--- src/design/ftsc_pkg.sv ---
`timescale 1ns / 1ps
// ----------------------------------------------------------------------------
// ftsc_pkg: shared types and constants
// Item payloads, register map and relation codes for the float compaction filter.
// ----------------------------------------------------------------------------
package ftsc_pkg;

    localparam int unsigned MAX_ELEMENTS = 65536;
    localparam int unsigned TOTAL_W      = 17;
    localparam int unsigned PADDR_W      = 3;

    localparam logic [PADDR_W-1:0] ADDR_LIMIT    = 3'h0;
    localparam logic [PADDR_W-1:0] ADDR_RELATION = 3'h4;

    localparam logic [2:0] REL_GT = 3'd0;
    localparam logic [2:0] REL_GE = 3'd1;
    localparam logic [2:0] REL_EQ = 3'd2;
    localparam logic [2:0] REL_LE = 3'd3;
    localparam logic [2:0] REL_LT = 3'd4;

    localparam logic [TOTAL_W-1:0] TOTAL_MAX = TOTAL_W'(MAX_ELEMENTS);

    typedef struct packed {
        logic [31:0] lane_a;
        logic [31:0] lane_b;
        logic [31:0] lane_c;
        logic [31:0] lane_d;
        logic        final_group;
    } in_item_t;

    typedef struct packed {
        logic [31:0]        packed_a;
        logic [31:0]        packed_b;
        logic [31:0]        packed_c;
        logic [31:0]        packed_d;
        logic [2:0]         kept_count;
        logic [TOTAL_W-1:0] running_total;
        logic               final_out;
    } out_item_t;

    typedef struct packed {
        logic [31:0] limit_bits;
        logic [2:0]  relation;
    } cfg_t;

    // Order-preserving key for a non-NaN pattern; -0 folds onto +0.
    function automatic logic [31:0] order_key(input logic [31:0] v);
        logic [31:0] w;
        w = (v == 32'h8000_0000) ? 32'h0 : v;
        return w[31] ? ~w : (w | 32'h8000_0000);
    endfunction

    function automatic logic is_nan(input logic [31:0] v);
        return (v[30:23] == 8'hFF) && (v[22:0] != 23'h0);
    endfunction

endpackage

--- src/design/ftsc_compare.sv ---
`timescale 1ns / 1ps
// ----------------------------------------------------------------------------
// ftsc_compare: one lane compare
// Ordered compare of one float pattern against the limit.
// ----------------------------------------------------------------------------
module ftsc_compare (
    input  logic [31:0]   value,
    input  ftsc_pkg::cfg_t cfg,
    output logic          pass
);
    import ftsc_pkg::*;

    logic [31:0] kv;
    logic [31:0] kl;
    logic        hit;

    assign kv = order_key(value);
    assign kl = order_key(cfg.limit_bits);

    always_comb
    begin
        unique case (cfg.relation)
            REL_GT:  hit = kv > kl;
            REL_GE:  hit = kv >= kl;
            REL_EQ:  hit = kv == kl;
            REL_LE:  hit = kv <= kl;
            REL_LT:  hit = kv < kl;
            default: hit = 1'b0;
        endcase
    end

    // drop anything unordered
    assign pass = hit && !is_nan(value) && !is_nan(cfg.limit_bits);

endmodule

--- src/design/ftsc_pack.sv ---
`timescale 1ns / 1ps
// ----------------------------------------------------------------------------
// ftsc_pack: lane compaction
// Packs passing lanes to the low end in order and counts them.
// ----------------------------------------------------------------------------
module ftsc_pack (
    input  ftsc_pkg::in_item_t item,
    input  logic [3:0]         pass,
    output logic [31:0]        lanes_out [4],
    output logic [2:0]         count
);
    import ftsc_pkg::*;

    logic [31:0] lanes_in [4];

    assign lanes_in[0] = item.lane_a;
    assign lanes_in[1] = item.lane_b;
    assign lanes_in[2] = item.lane_c;
    assign lanes_in[3] = item.lane_d;

    always_comb
    begin
        logic [2:0] n;
        n = 3'd0;
        for (int i = 0; i < 4; i++)
        begin
            lanes_out[i] = 32'h0;
        end
        for (int i = 0; i < 4; i++)
        begin
            if (pass[i])
            begin
                lanes_out[n[1:0]] = lanes_in[i];
                n = n + 3'd1;
            end
        end
        count = n;
    end

endmodule

--- src/design/float_threshold_stream_compact.sv ---
`timescale 1ns / 1ps
// ----------------------------------------------------------------------------
// float_threshold_stream_compact: float threshold stream compaction
// Keeps the float lanes that meet the limit, packs them low, counts them.
// ----------------------------------------------------------------------------
//  channel | direction | handshake          | payload
//  in      | input     | in_valid/in_ready  | in_item_t (four lanes, last mark)
//  out     | output    | out_valid/out_ready| out_item_t (packed lanes, counts)
//  apb     | input     | psel/penable/pready| limit_bits, relation
//
//  One item per cycle while the result register is not held full by out_ready;
//  in_ready follows the result register: it is high whenever the result
//  register is empty or being taken this cycle.
//  Reset clears the config registers, the total and the result valid flag.
// ----------------------------------------------------------------------------
module float_threshold_stream_compact (
    input  logic                          clk,
    input  logic                          rst_n,
    input  logic                          in_valid,
    output logic                          in_ready,
    input  ftsc_pkg::in_item_t            in_item,
    output logic                          out_valid,
    input  logic                          out_ready,
    output ftsc_pkg::out_item_t           out_item,
    input  logic                          psel,
    input  logic                          penable,
    input  logic                          pwrite,
    input  logic [ftsc_pkg::PADDR_W-1:0]  paddr,
    input  logic [31:0]                   pwdata,
    output logic [31:0]                   prdata,
    output logic                          pready
);
    import ftsc_pkg::*;

    cfg_t               cfg_reg;
    logic [TOTAL_W-1:0] total_reg;
    logic [TOTAL_W-1:0] total_next;
    logic [TOTAL_W-1:0] sum;
    logic               out_valid_reg;
    out_item_t          out_reg;
    logic [3:0]         pass;
    logic [31:0]        lanes [4];
    logic [2:0]         count;
    logic               take;
    logic               wr;

    assign pready = 1'b1;
    assign wr     = psel && penable && pwrite;

    always_comb
    begin
        unique case (paddr)
            ADDR_LIMIT:    prdata = cfg_reg.limit_bits;
            ADDR_RELATION: prdata = {29'h0, cfg_reg.relation};
            default:       prdata = 32'h0;
        endcase
    end

    always_ff @(posedge clk or negedge rst_n)
    begin
        if (!rst_n)
        begin
            cfg_reg <= '0;
        end
        else if (wr)
        begin
            if (paddr == ADDR_LIMIT)
                cfg_reg.limit_bits <= pwdata;
            else if (paddr == ADDR_RELATION)
                cfg_reg.relation <= pwdata[2:0];
        end
    end

    ftsc_compare u_cmp_a (.value(in_item.lane_a), .cfg(cfg_reg), .pass(pass[0]));
    ftsc_compare u_cmp_b (.value(in_item.lane_b), .cfg(cfg_reg), .pass(pass[1]));
    ftsc_compare u_cmp_c (.value(in_item.lane_c), .cfg(cfg_reg), .pass(pass[2]));
    ftsc_compare u_cmp_d (.value(in_item.lane_d), .cfg(cfg_reg), .pass(pass[3]));

    ftsc_pack u_pack (.item(in_item), .pass(pass), .lanes_out(lanes), .count(count));

    assign in_ready = !out_valid_reg || out_ready;
    assign take     = in_valid && in_ready;

    // saturate the running total
    assign sum        = total_reg + TOTAL_W'(count);
    assign total_next = (sum > TOTAL_MAX) ? TOTAL_MAX : sum;

    always_ff @(posedge clk or negedge rst_n)
    begin
        if (!rst_n)
        begin
            total_reg     <= '0;
            out_valid_reg <= 1'b0;
        end
        else
        begin
            if (take)
            begin
                total_reg     <= in_item.final_group ? '0 : total_next;
                out_valid_reg <= 1'b1;
            end
            else if (out_ready)
            begin
                out_valid_reg <= 1'b0;
            end
        end
    end

    always_ff @(posedge clk)
    begin
        if (take)
        begin
            out_reg.packed_a      <= lanes[0];
            out_reg.packed_b      <= lanes[1];
            out_reg.packed_c      <= lanes[2];
            out_reg.packed_d      <= lanes[3];
            out_reg.kept_count    <= count;
            out_reg.running_total <= total_next;
            out_reg.final_out     <= in_item.final_group;
        end
    end

    assign out_valid = out_valid_reg;
    assign out_item  = out_reg;

endmodule

--- config.mk ---
export PLATFORM = sky130hd
export DESIGN_NAME = float_threshold_stream_compact
export DESIGN_NICKNAME = d
export VERILOG_FILES = /design/src/design/ftsc_pkg.sv /design/src/design/ftsc_compare.sv /design/src/design/ftsc_pack.sv /design/src/design/float_threshold_stream_compact.sv
export SDC_FILE = /design/constraint.sdc
export NUM_CORES = 1
export LEC_CHECK = 0
export BUFFER_PORTS_ARGS = -buffer_cell sky130_fd_sc_hd__buf_2
export CORE_UTILIZATION = 61
export CTS_CLUSTER_DIAMETER = 200
export DETAILED_ROUTE_END_ITERATION = 8
export PLACE_DENSITY = 0.88
export SYNTH_ARGS = -nofsm -noshare
export SYNTH_HDL_FRONTEND = slang
export SYNTH_SLANG_ARGS = --single-unit
--- constraint.sdc ---
create_clock -name clk -period 21.7 [get_ports clk]
set_input_delay 1.085 -clock clk [delete_from_list [all_inputs] [get_ports clk]]
set_output_delay 1.085 -clock clk [all_outputs]
set_load 0.02 [all_outputs]
==> results by group, run 1 <==
Synth
  – Syn Area/Cell: 9.36 µm²
  – Synthesis warning total: 0
  – Synth Register Bits: a little over 200
  – Synth Net Count: about 2100
  – Post-synthesis sequential area ratio: 0.348
  – Syn Std Cell Area: 16700 µm²
  – Synth cell types: 87
  – Post-synth EDFFs: about 150
  – Mapped Cells: 1780
  – Share of flip-flops with an asynchronous set or reset: 0.262
  – Top FF cell, synth: edfxtp_1

Worst setup path
  – Critical path arrival: roughly 11000 ps
  – Worst setup path class: in -> reg
  – Worst reg2reg endpoint: total_reg[12]$_DFFE_PN0P_
  – R2r setup slk: between 10000 and 15000 ps
  – Worst path max stage delay: about 740 ps
  – RR Startpoint: cfg_reg[34]$_DFFE_PN0P_
  – Endpoint type of the worst setup path: register
  – Reg2Reg Depth: 34
  – WP data required: around 22000 ps
  – Worst-path fanout max: 35
  – Worst Setup Start Kind: input pin
  – Most used cell, CP: ha_1
  – Slowest stage cell on the critical path: a41oi_1
  – Worst Path Buf+Inv: 6
  – Family with the most delay on the worst path: simple AND/OR/NAND/NOR gates

Power
  – Lkg Pwr: around 8.5 nW
  – Power, Total: approximately 2.1 mW
  – Sw Ratio: 0.441
  – Pwr/cell area: approximately 110 nW/µm²
  – Sequential Power Share: 0.277
  – Comb power frac: 0.555
  – Clock share of power: 0.168
  – Peak VDD IR: 0.0691 mV
  – Psw: 0.942 mW
  – Internal power: roughly 1.2 mW

Timing
  – Final setup vio count: 0
  – Tightest Pin Transition: approximately 1200 ps
  – Fin crit period: just over 10000 ps
  – Hold slack: 514 ps
  – RSZ-0062 raised after global routing: false
  – Max Slew Vio Count: 0
  – Setup TNS: 0 ps
  – Final Hold Fails: 0
  – Relative slew slack: 0.215
  – Final period utilization: 0.479
  – Peak Freq: ~96 MHz
  – Clk_skew: approximately 26 ps
  – Fin worst setup slack: 11310 ps

Floorplanning
  – Initial Utilization: 0.620
  – Die area: between 20000 and 30000 µm²
  – Row count: 60
  – Num ports: around 360
  – Chip height: ~170 µm
  – Core ar.: approximately 27000 µm²
  – Die Wd: around 170 µm

Place
  – IO Port Bufs: ~350
  – Worst slack, placed: roughly 11000 ps
  – Placed cell areas: between 15000 and 20000 µm²
  – Hpwl dp: between 40 and 50 mm
  – Placer Congestion: slightly below 1

CTS
  – TritonCTS clock tree: done
  – CTS Buffer Depth: 3
  – # hold bufs at CTS: 0
  – H-tree depth: 1
  – Worst-Skew Late Latency: approximately 540 ps
  – CTS buffer count: 22
  – Clk pin slew, worst setup/hold paths: approximately 60 ps
  – Sink Count: approximately 200
  – Root Buffer: clkbuf_16
  – Setup Buffers After CTS: 0
  – CTS resizes: 0

GRT
  – Global-route wire length before repair: ~85 mm
  – Grt ovf: 0
  – Largest net degree at the start of global routing: 85
  – Total global-route track usage: 0.389
  – Number of global-route vias before repair: between 10000 and 15000
  – Initial antenna violation count: 3

Final layout
  – Layout Area Growth over Synthesis: 15.5%
  – Share of layout cells above drive strength 1: 0.249
  – Layout Nets: 2352
  – Register area: between 5000 and 6000 µm²
  – Post-route cell area: roughly 19000 µm²
  – Filler Cells Inserted: between 2000 and 2500
  – Area of the multi-input gates: between 10000 and 15000 µm²
  – Max reg flops: between 100 and 150

Status
  – Outcome: finished clean

Hold path
  – Worst Hold Endpoint: total_reg[2]$_DFFE_PN0P_
  – Hold Crit Class: reg -> reg
  – Hold Path Stages: 2
  – Hold Startpoint: total_reg[2]$_DFFE_PN0P_

Routing
  – Via/cell ratio: about 6.5
  – Detailed router's first-iteration violation count: 1747
  – Remaining DRCs: 0
  – Antenna Nets Post-Route: 0
  – Via Count: ~16000
  – Drt wl/cell: between 20 and 25 µm
  – TritonRoute pass-1 iters: 6
  – Routed WL: between 50 and 60 mm

Job
  – Max Cap Violations: 0
==> placed cells by master (no fill, tap or decap), drive strengths merged, types with 8 or more instances in the layout <==
master   instances
edfxtp         149
nand3           60
xor2            41
nor2           197
inv             58
a21oi           77
nand2          172
nand4           30
clkinv           8
o31ai           46
xnor2          136
dfrtp           53
buf            378
nor4            34
and4            12
clkbuf          28
o2bb2ai         33
nor3            26
a311oi          33
and2            39
a22o            34
and3            14
a21o            18
nand2b          15
ha             126
nor2b            9
mux2            67
o21ai           44
mux2i           37
==> layer usage <==
| metal | global-route usage | vias to the layer above | wire (µm) |
|---|---|---|---|
| met2 | 0.618 | 1086 | 24900 |
| met4 | 0.117 | 2 | 1740 |
| met5 | 0 | - | 13 |
| li1 | - | 7052 | - |
| met3 | 0.0759 | 143 | 6530 |
| met1 | 0.538 | 7409 | 22300 |
==> kinds of logic after synthesis <==
| group | share of synthesized area |
|---|---|
| AO/OA/AOI/OAI | 0.155 |
| XOR/XNOR | 0.0944 |
| adder cells (fa/ha/maj) | 0.0976 |
| buffers and inverters | 0.0465 |
| flip-flops | 0.348 |
| multiplexers | 0.0743 |
| other | 0.000225 |
| AND/OR/NAND/NOR | 0.184 |
==> cell usage after synthesis, types with 33 or more instances <==
master	instances	area (µm²)
inv_1	57	214
mux2i_1	37	370
edfxtp_1	149	4470
nand2_1	172	646
o2bb2ai_1	33	289
ha_1	126	1580
xor2_1	41	359
dfrtp_1	53	1330
o21ai_0	40	200
a311oi_1	33	289
o31ai_1	41	308
nor2_1	194	728
a22o_1	34	298
mux2_2	37	417
a21oi_1	77	385
xnor2_1	136	1190
clkbuf_1	72	270
and2_1	39	244
nand3_1	60	300
==> how the worst max path moves through the flow <==
stage                 start                   endpoint  slack (ps)  cells after the start
2_1_floorplan  in_item[102]   total_reg[0]$_DFFE_PN0P_       12620                     37
3_3_place_gp   in_item[108]  total_reg[12]$_DFFE_PN0P_       11270                     36
3_5_place_dp   in_item[108]   total_reg[3]$_DFFE_PN0P_       10990                     36
4_1_cts        in_item[108]  total_reg[12]$_DFFE_PN0P_       11460                     36
5_1_grt        in_item[108]  total_reg[12]$_DFFE_PN0P_       10370                     36
6_report       in_item[108]  total_reg[12]$_DFFE_PN0P_       11310                     36
==> power by group through the flow <==
stage                     clock, mW  sequential (mW)  combinational (mW)
after detailed placement          0            0.598                1.15
final                         0.358            0.592                1.19
after floorplan                   0            0.664               0.747
after CTS                     0.361            0.591                1.16
after global routing          0.376            0.600                1.27
after global placement            0            0.595                1.12
==> final cells by class <==
class	count	share of cell area
inverter	58	0.0116
timing repair buffer	378	0.102
antenna	2	0.000260
tap	341	0.0222
multi-input combinational	1392	0.528
clock inverter	12	0.00533
clock buffer	28	0.0298
sequential	202	0.301
==> worst register-to-register path, delay by kind of cell (launching register included) <==
family,cells,cell delay [ps]
and+or+nand+nor,12,3490
AOI/OAI and AO/OA,10,2400
adders and majority gates,4,1260
DFF,1,1010
buffers and inverters,5,940
xor gates and xnor gates,2,570
muxes,1,300
==> stage by stage <==
| stage | instances | utilization |
|---|---|---|
| 6_report | 2413 | 0.716 |
| 3_5_place_dp | 2370 | 0.691 |
| 3_3_place_gp | 2370 | 0.691 |
| 4_1_cts | 2410 | 0.716 |
| 5_1_grt | 2412 | 0.716 |
| 2_1_floorplan | 1780 | - |
Power figures use the tool's default switching activity.
==> run 2, diff against run 1 <==
- CORE_UTILIZATION: 61 -> 57
- PLACE_DENSITY: 0.88 -> 0.83
- clock period: 21.7 -> 10.11 ns (I/O delays scaled with it)
==> run 2 against run 1 <==
Effect of this change:
- total power up 120%
- final area up 0.90%
- via count down 1.8%
- critical path depth unchanged
- global-route usage down 3.3 points
- utilization down 4.0 points
- die area up 6.9%
==> results by group, run 2 (synthesized netlist as in run 1, its figures left out) <==
Worst setup path
  – Worst-path fanout max: 32 (-8.6%)
  – WP data required: 10490 ps (-11610 ps)
  – Critical path arrival: 9600 ps (-1190 ps)
  – Worst setup path class: reg -> reg
  – Endpoint type of the worst setup path: register
  – Worst Setup Start Kind: register
  – Most used cell, CP: ha_1
  – Worst path max stage delay: 570 ps (-170 ps)
  – Slowest stage cell on the critical path: a21oi_1

CTS
  – CTS resizes: 0 (unchanged)
  – Worst-Skew Late Latency: 520 ps (-20 ps)
  – Sink Count: 202 (unchanged)
  – Clk pin slew, worst setup/hold paths: 60 ps (about the same)
  – TritonCTS clock tree: done
  – Root Buffer: clkbuf_16
  – # hold bufs at CTS: 0 (unchanged)
  – CTS buffer count: 22 (unchanged)
  – CTS Buffer Depth: 3 (unchanged)
  – H-tree depth: 1 (unchanged)
  – Setup Buffers After CTS: 0 (unchanged)

Power
  – Pwr/cell area: 239 nW/µm² (+120%)
  – Peak VDD IR: 0.147 mV (+110%)
  – Lkg Pwr: 8.60 nW (+0.92%)

Routing
  – Via/cell ratio: 6.27 (-3.6%)
  – Via Count: 15400 (-1.8%)
  – TritonRoute pass-1 iters: 7 (+1)
  – Detailed router's first-iteration violation count: 1777 (+1.7%)
  – Antenna Nets Post-Route: 0 (unchanged)
  – Drt wl/cell: 22.0 µm (-4.4%)
  – Remaining DRCs: 0 (unchanged)
  – Routed WL: 54.1 mm (-2.6%)

Timing
  – Tightest Pin Transition: 1240 ps (+72.7 ps)
  – Fin worst setup slack: 888 ps (-10420 ps)
  – Clk_skew: 12.1 ps (-14.4 ps)
  – Setup TNS: 0 ps (unchanged)
  – RSZ-0062 raised after global routing: false
  – Final period utilization: 0.912
  – Relative slew slack: 0.166 (-0.0492)
  – Max Slew Vio Count: 0 (unchanged)
  – Final setup vio count: 0 (unchanged)
  – Fin crit period: a little over 9000 ps
  – Final Hold Fails: 0 (unchanged)
  – Peak Freq: 108 MHz

GRT
  – Initial antenna violation count: 1 (-2)
  – Total global-route track usage: 0.356 (-0.0331)
  – Global-route wire length before repair: 83.8 mm (-0.92%)
  – Number of global-route vias before repair: 14800 (+0.45%)
  – Grt ovf: 0 (unchanged)
  – Largest net degree at the start of global routing: 78 (-8.2%)

Final layout
  – Layout Nets: 2356 (+0.17%)
  – Filler Cells Inserted: 2327 (+15%)
  – Most frequent cells in the layout: 353 x buf_2, 192 x nor2_1, 172 x nand2_1, 149 x edfxtp_1, 136 x xnor2_1
  – Share of layout cells above drive strength 1: 0.253 (+0.00386)
  – Diodes inserted: 0 (-2)
  – Most common cell after layout, fill and taps aside: buf_2
  – Max reg flops: 149 (unchanged)
  – Layout Area Growth over Synthesis: 16.6%
  – Non-Filler Instances: 2458 (+1.9%)

Floorplanning
  – Initial Utilization: 0.581 (-0.0395)
  – Die area: 29900 µm² (+6.9%)
  – Row count: 62 (+3.3%)
  – Chip height: 173 µm (+3.4%)
  – Core ar.: 28700 µm² (+6.8%)
  – Die Wd: 173 µm (+3.4%)
  – Num ports: 355 (unchanged)

Status
  – Outcome: finished clean

Place
  – Placed cell count: 2418 (+2.0%)
  – IO Port Bufs: 353 (unchanged)
  – Placer Congestion: 0.969 (-2.0%)
  – Worst slack, placed: 712 ps (-10280 ps)
  – Hpwl dp: 40.8 mm (-1.5%)

Job
  – Max Cap Violations: 0 (unchanged)

Hold path
  – Hold Crit Class: in -> async
-- run 2: layout make-up --
cell class / count / area, µm² / share of cell area
clock inverter: 12 / 145 / 0.00747
tap: 384 / 480 / 0.0247
sequential: 202 / 5800 / 0.299
clock buffer: 28 / 624 / 0.0321
multi-input combinational: 1392 / 10200 / 0.523
inverter: 58 / 223 / 0.0115
timing repair buffer: 382 / 1980 / 0.102
-- run 2: where the power goes --
part / leakage [nW] / switching (mW) / total, mW / internal (mW)
registers: 2.16 / 0.0902 / 1.25 / 1.16
logic: 6.06 / 1.57 / 2.54 / 0.969
clock network: 0.377 / 0.342 / 0.855 / 0.513
-- run 2: critical path: cells and delay by family (launching register included) --
family	cells	cell delay (ps)
XOR/XNOR	2	490
flip-flops	1	440
multiplexers	1	330
buffers and inverters	6	950
adder cells (fa/ha/maj)	4	1280
AND/OR/NAND/NOR	12	3030
AO/OA/AOI/OAI	11	2560
-- run 2: routing by layer --
metal  vias up  global-route usage  part of all wire
li1       7060                   -                 -
met1      7350               0.484              0.41
met2       891               0.568              0.46
met3       107              0.0792              0.11
met4         2               0.104             0.027
met5         -                   0           0.00024
-- run 2: stage by stage --
stage / hold WS (ps) / cell area, µm² / util / power (mW)
6_report: 102 / 19400 / 0.677 / 4.65
5_1_grt: 168 / 19400 / 0.677 / 4.91
4_1_cts: 123 / 19400 / 0.677 / 4.61
3_5_place_dp: 481 / 18700 / 0.650 / 3.75
3_3_place_gp: 474 / 18700 / 0.650 / 3.68
2_1_floorplan: 210 / 16700 / - / 3.03
-- run 2: path summary, 6_finish.rpt --
kind / startpoint / endpoint / slack (ps) / depth (start not counted)
min in group clk: in_valid / out_valid$_DFFE_PN0P_ / 200 / 2
setup reg to reg: cfg_reg[30]$_DFFE_PN0P_ / total_reg[8]$_DFFE_PN0P_ / 890 / 36
setup / recovery: cfg_reg[30]$_DFFE_PN0P_ / total_reg[8]$_DFFE_PN0P_ / 890 / 36
hold / removal: rst_n / total_reg[5]$_DFFE_PN0P_ / 100 / 2
max in group asynchronous: rst_n / cfg_reg[34]$_DFFE_PN0P_ / 9510 / 2
hold reg to reg: total_reg[2]$_DFFE_PN0P_ / total_reg[2]$_DFFE_PN0P_ / 500 / 2
==> run 3, diff against run 2 <==
- GPL_ROUTABILITY_DRIVEN: not set -> 0
- clock period: 10.11 -> 9.79 ns (I/O delays scaled with it)
==> run 3 against run 2 <==
Effect of this change:
- sequential share of layout area up 0.060 points
- final cell count increased by 0.24%
- total power is 1.3% higher
- critical path depth is the same
- combinational power is 3% higher
- critical path type is now in -> reg
- hold slack worse by 25 ps
- global-route usage is 0.98 points lower
- die area did not move
- non-clock buffer count is the same
- wire length is 1.2% lower
- sequential power grew 3%
==> results by group, run 3 (synthesized netlist as in run 1, its figures left out) <==
Place
  – Placed cell count: 2418 (unchanged)
  – IO Port Bufs: 353 (unchanged)
  – Worst slack, placed: 92.5 ps (-619 ps)
  – Placed cell areas: 18700 µm² (unchanged)
  – Hpwl dp: 40.4 mm (-1.0%)

GRT
  – GRT Max-Usage Layer: met2
  – Total global-route track usage: 0.346 (-0.00982)
  – Met1 usage: 0.464 (-0.0204)
  – Grt ovf: 0 (unchanged)
  – Largest net degree at the start of global routing: 103 (+32%)
  – Initial antenna violation count: 11 (+10)
  – Global-route wire length before repair: 81.9 mm (-2.3%)
  – M2 GR Usage: 0.549 (-0.0197)
  – Met3 Use GR: 0.0684 (-0.0108)
  – Number of global-route vias before repair: 14700 (-0.20%)

Routing
  – Drt wl/cell: 21.7 µm (-1.4%)
  – Antenna Nets Post-Route: 0 (unchanged)
  – Detailed router's first-iteration violation count: 2042 (+15%)
  – Via Count: 15600 (+1.3%)
  – Via/cell ratio: 6.34 (+1.1%)
  – Remaining DRCs: 0 (unchanged)
  – Routed WL: 53.4 mm (-1.2%)
  – TritonRoute pass-1 iters: 6 (-1)

Final layout
  – Area of the multi-input gates: 10200 µm² (+0.20%)
  – Share of layout cells above drive strength 1: 0.253 (about the same)
  – Filler Cells Inserted: 2298 (-1.2%)
  – Max reg flops: 149 (unchanged)
  – Layout Nets: 2356 (unchanged)
  – Register area: 5800 µm² (unchanged)
  – Layout Area Growth over Synthesis: 16.4%
  – Non-Filler Instances: 2464 (+0.24%)
  – Most frequent cells in the layout: 353 x buf_2, 191 x nor2_1, 172 x nand2_1, 149 x edfxtp_1, 136 x xnor2_1
  – Post-route cell area: 19400 µm² (-0.20%)
  – Final core occ: 0.676 (-0.00135)
  – Most common cell after layout, fill and taps aside: buf_2

Timing
  – Final Hold Fails: 0 (unchanged)
  – Peak Freq: between 100 and 150 MHz
  – Max Slew Vio Count: 0 (unchanged)
  – RSZ-0062 raised after global routing: false
  – Clk_skew: 14.4 ps (+2.33 ps)
  – Tightest Pin Transition: 1250 ps (+2.26 ps)
  – Fin worst setup slack: 752 ps (-136 ps)
  – Setup TNS: 0 ps (unchanged)
  – Fin crit period: roughly 9000 ps
  – Final period utilization: 0.923
  – Hold slack: 77.3 ps (-24.8 ps)
  – Final setup vio count: 0 (unchanged)
  – Relative slew slack: 0.164 (-0.00173)

Worst setup path
  – Endpoint type of the worst setup path: register
  – Slowest stage cell on the critical path: nor3_2
  – Most used cell, CP: ha_1
  – WP data required: 10210 ps (-280 ps)
  – Worst setup path class: in -> reg
  – Worst path max stage delay: 700 ps (+130 ps)
  – Critical path arrival: 9460 ps (-140 ps)
  – Worst Setup Start Kind: input pin
  – Worst-path fanout max: 19 (-41%)

Power
  – Power, Total: 4.71 mW (+1.3%)
  – Lkg Pwr: 8.56 nW (-0.41%)
  – Peak VDD IR: 0.143 mV (-3.2%)
  – Comb power frac: 0.555 (+0.008)
  – Pwr/cell area: 243 nW/µm² (+1.5%)
  – Sw Ratio: 0.433 (+0.00179)
  – Sequential Power Share: 0.275 (+0.006)
  – Internal power: 2.67 mW (+0.98%)
  – Clock share of power: 0.170 (-0.014)
  – Psw: 2.04 mW (+1.7%)

Floorplanning
  – Core ar.: 28700 µm² (unchanged)
  – Num ports: 355 (unchanged)
  – Initial Utilization: 0.581 (unchanged)
  – Die Wd: 173 µm (unchanged)
  – Chip height: 173 µm (unchanged)
  – Row count: 62 (unchanged)
  – Die area: 29900 µm² (unchanged)

CTS
  – TritonCTS clock tree: done
  – Sink Count: 202 (unchanged)
  – Setup Buffers After CTS: 0 (unchanged)
  – CTS Buffer Depth: 3 (unchanged)
  – Worst-Skew Late Latency: 530 ps (about the same)
  – H-tree depth: 1 (unchanged)
  – CTS buffer count: 22 (unchanged)
  – Root Buffer: clkbuf_16
  – Clk pin slew, worst setup/hold paths: 60 ps (about the same)

Job
  – Max Cap Violations: 0 (unchanged)

Hold path
  – Hold Crit Class: in -> async

Status
  – Outcome: finished clean
[run 3: changes by cell type in the layout (fill, tap and decap cells not counted), sizes merged]
cell / change
bufinv: -1
clkbuf: -4
clkinv: +4
diode: +7
[run 3: layer usage]
metal  up-vias  part of all wire
met1      7284              0.40
met2      1069              0.45
li1       7070                 -
met3       182              0.11
met5         -           0.00088
met4         8             0.044
[run 3: final timing paths]
path | start | end | slack (ps) | cells after the start
max in group asynchronous | rst_n | cfg_reg[34]$_DFFE_PN0P_ | 9190 | 2
min in group clk | in_valid | out_valid$_DFFE_PN0P_ | 170 | 2
worst min-delay path | rst_n | total_reg[9]$_DFFE_PN0P_ | 80 | 2
worst max-delay path | in_item[109] | total_reg[3]$_DFFE_PN0P_ | 750 | 36
worst max register to register | cfg_reg[5]$_DFFE_PN0P_ | total_reg[3]$_DFFE_PN0P_ | 920 | 35
worst min register to register | total_reg[2]$_DFFE_PN0P_ | total_reg[2]$_DFFE_PN0P_ | 520 | 2
[run 3: final cells by class]
cell class | count | share of cell area
sequential | 202 | 0.299
multi-input combinational | 1392 | 0.526
clock buffer | 24 | 0.0288
clock inverter | 15 | 0.00697
tap | 384 | 0.0248
timing repair buffer | 382 | 0.102
antenna | 7 | 0.000903
inverter | 58 | 0.0115
[run 3: worst max-delay path, delay by kind of cell]
family          cells  cell delay (ps)
buf+inv             6              960
mux                 2              710
fa+ha+maj           4             1300
xor+xnor            1              380
simple gates       10             3100
compound gates     13             2520
[run 3: power groups by stage]
| stage | combinational [mW] | sequential, mW | clock [mW] |
|---|---|---|---|
| after floorplan | 1.66 | 1.47 | 0 |
| after detailed placement | 2.54 | 1.31 | 0 |
| after global placement | 2.44 | 1.31 | 0 |
| after global routing | 2.80 | 1.32 | 0.840 |
| final | 2.61 | 1.29 | 0.802 |
| after CTS | 2.55 | 1.29 | 0.813 |
[run 3: timing repair]
item                       4_1_cts  5_1_grt
gates resized for setup          0        4
setup endpoints to repair        0       12
hold buffers                     0        0
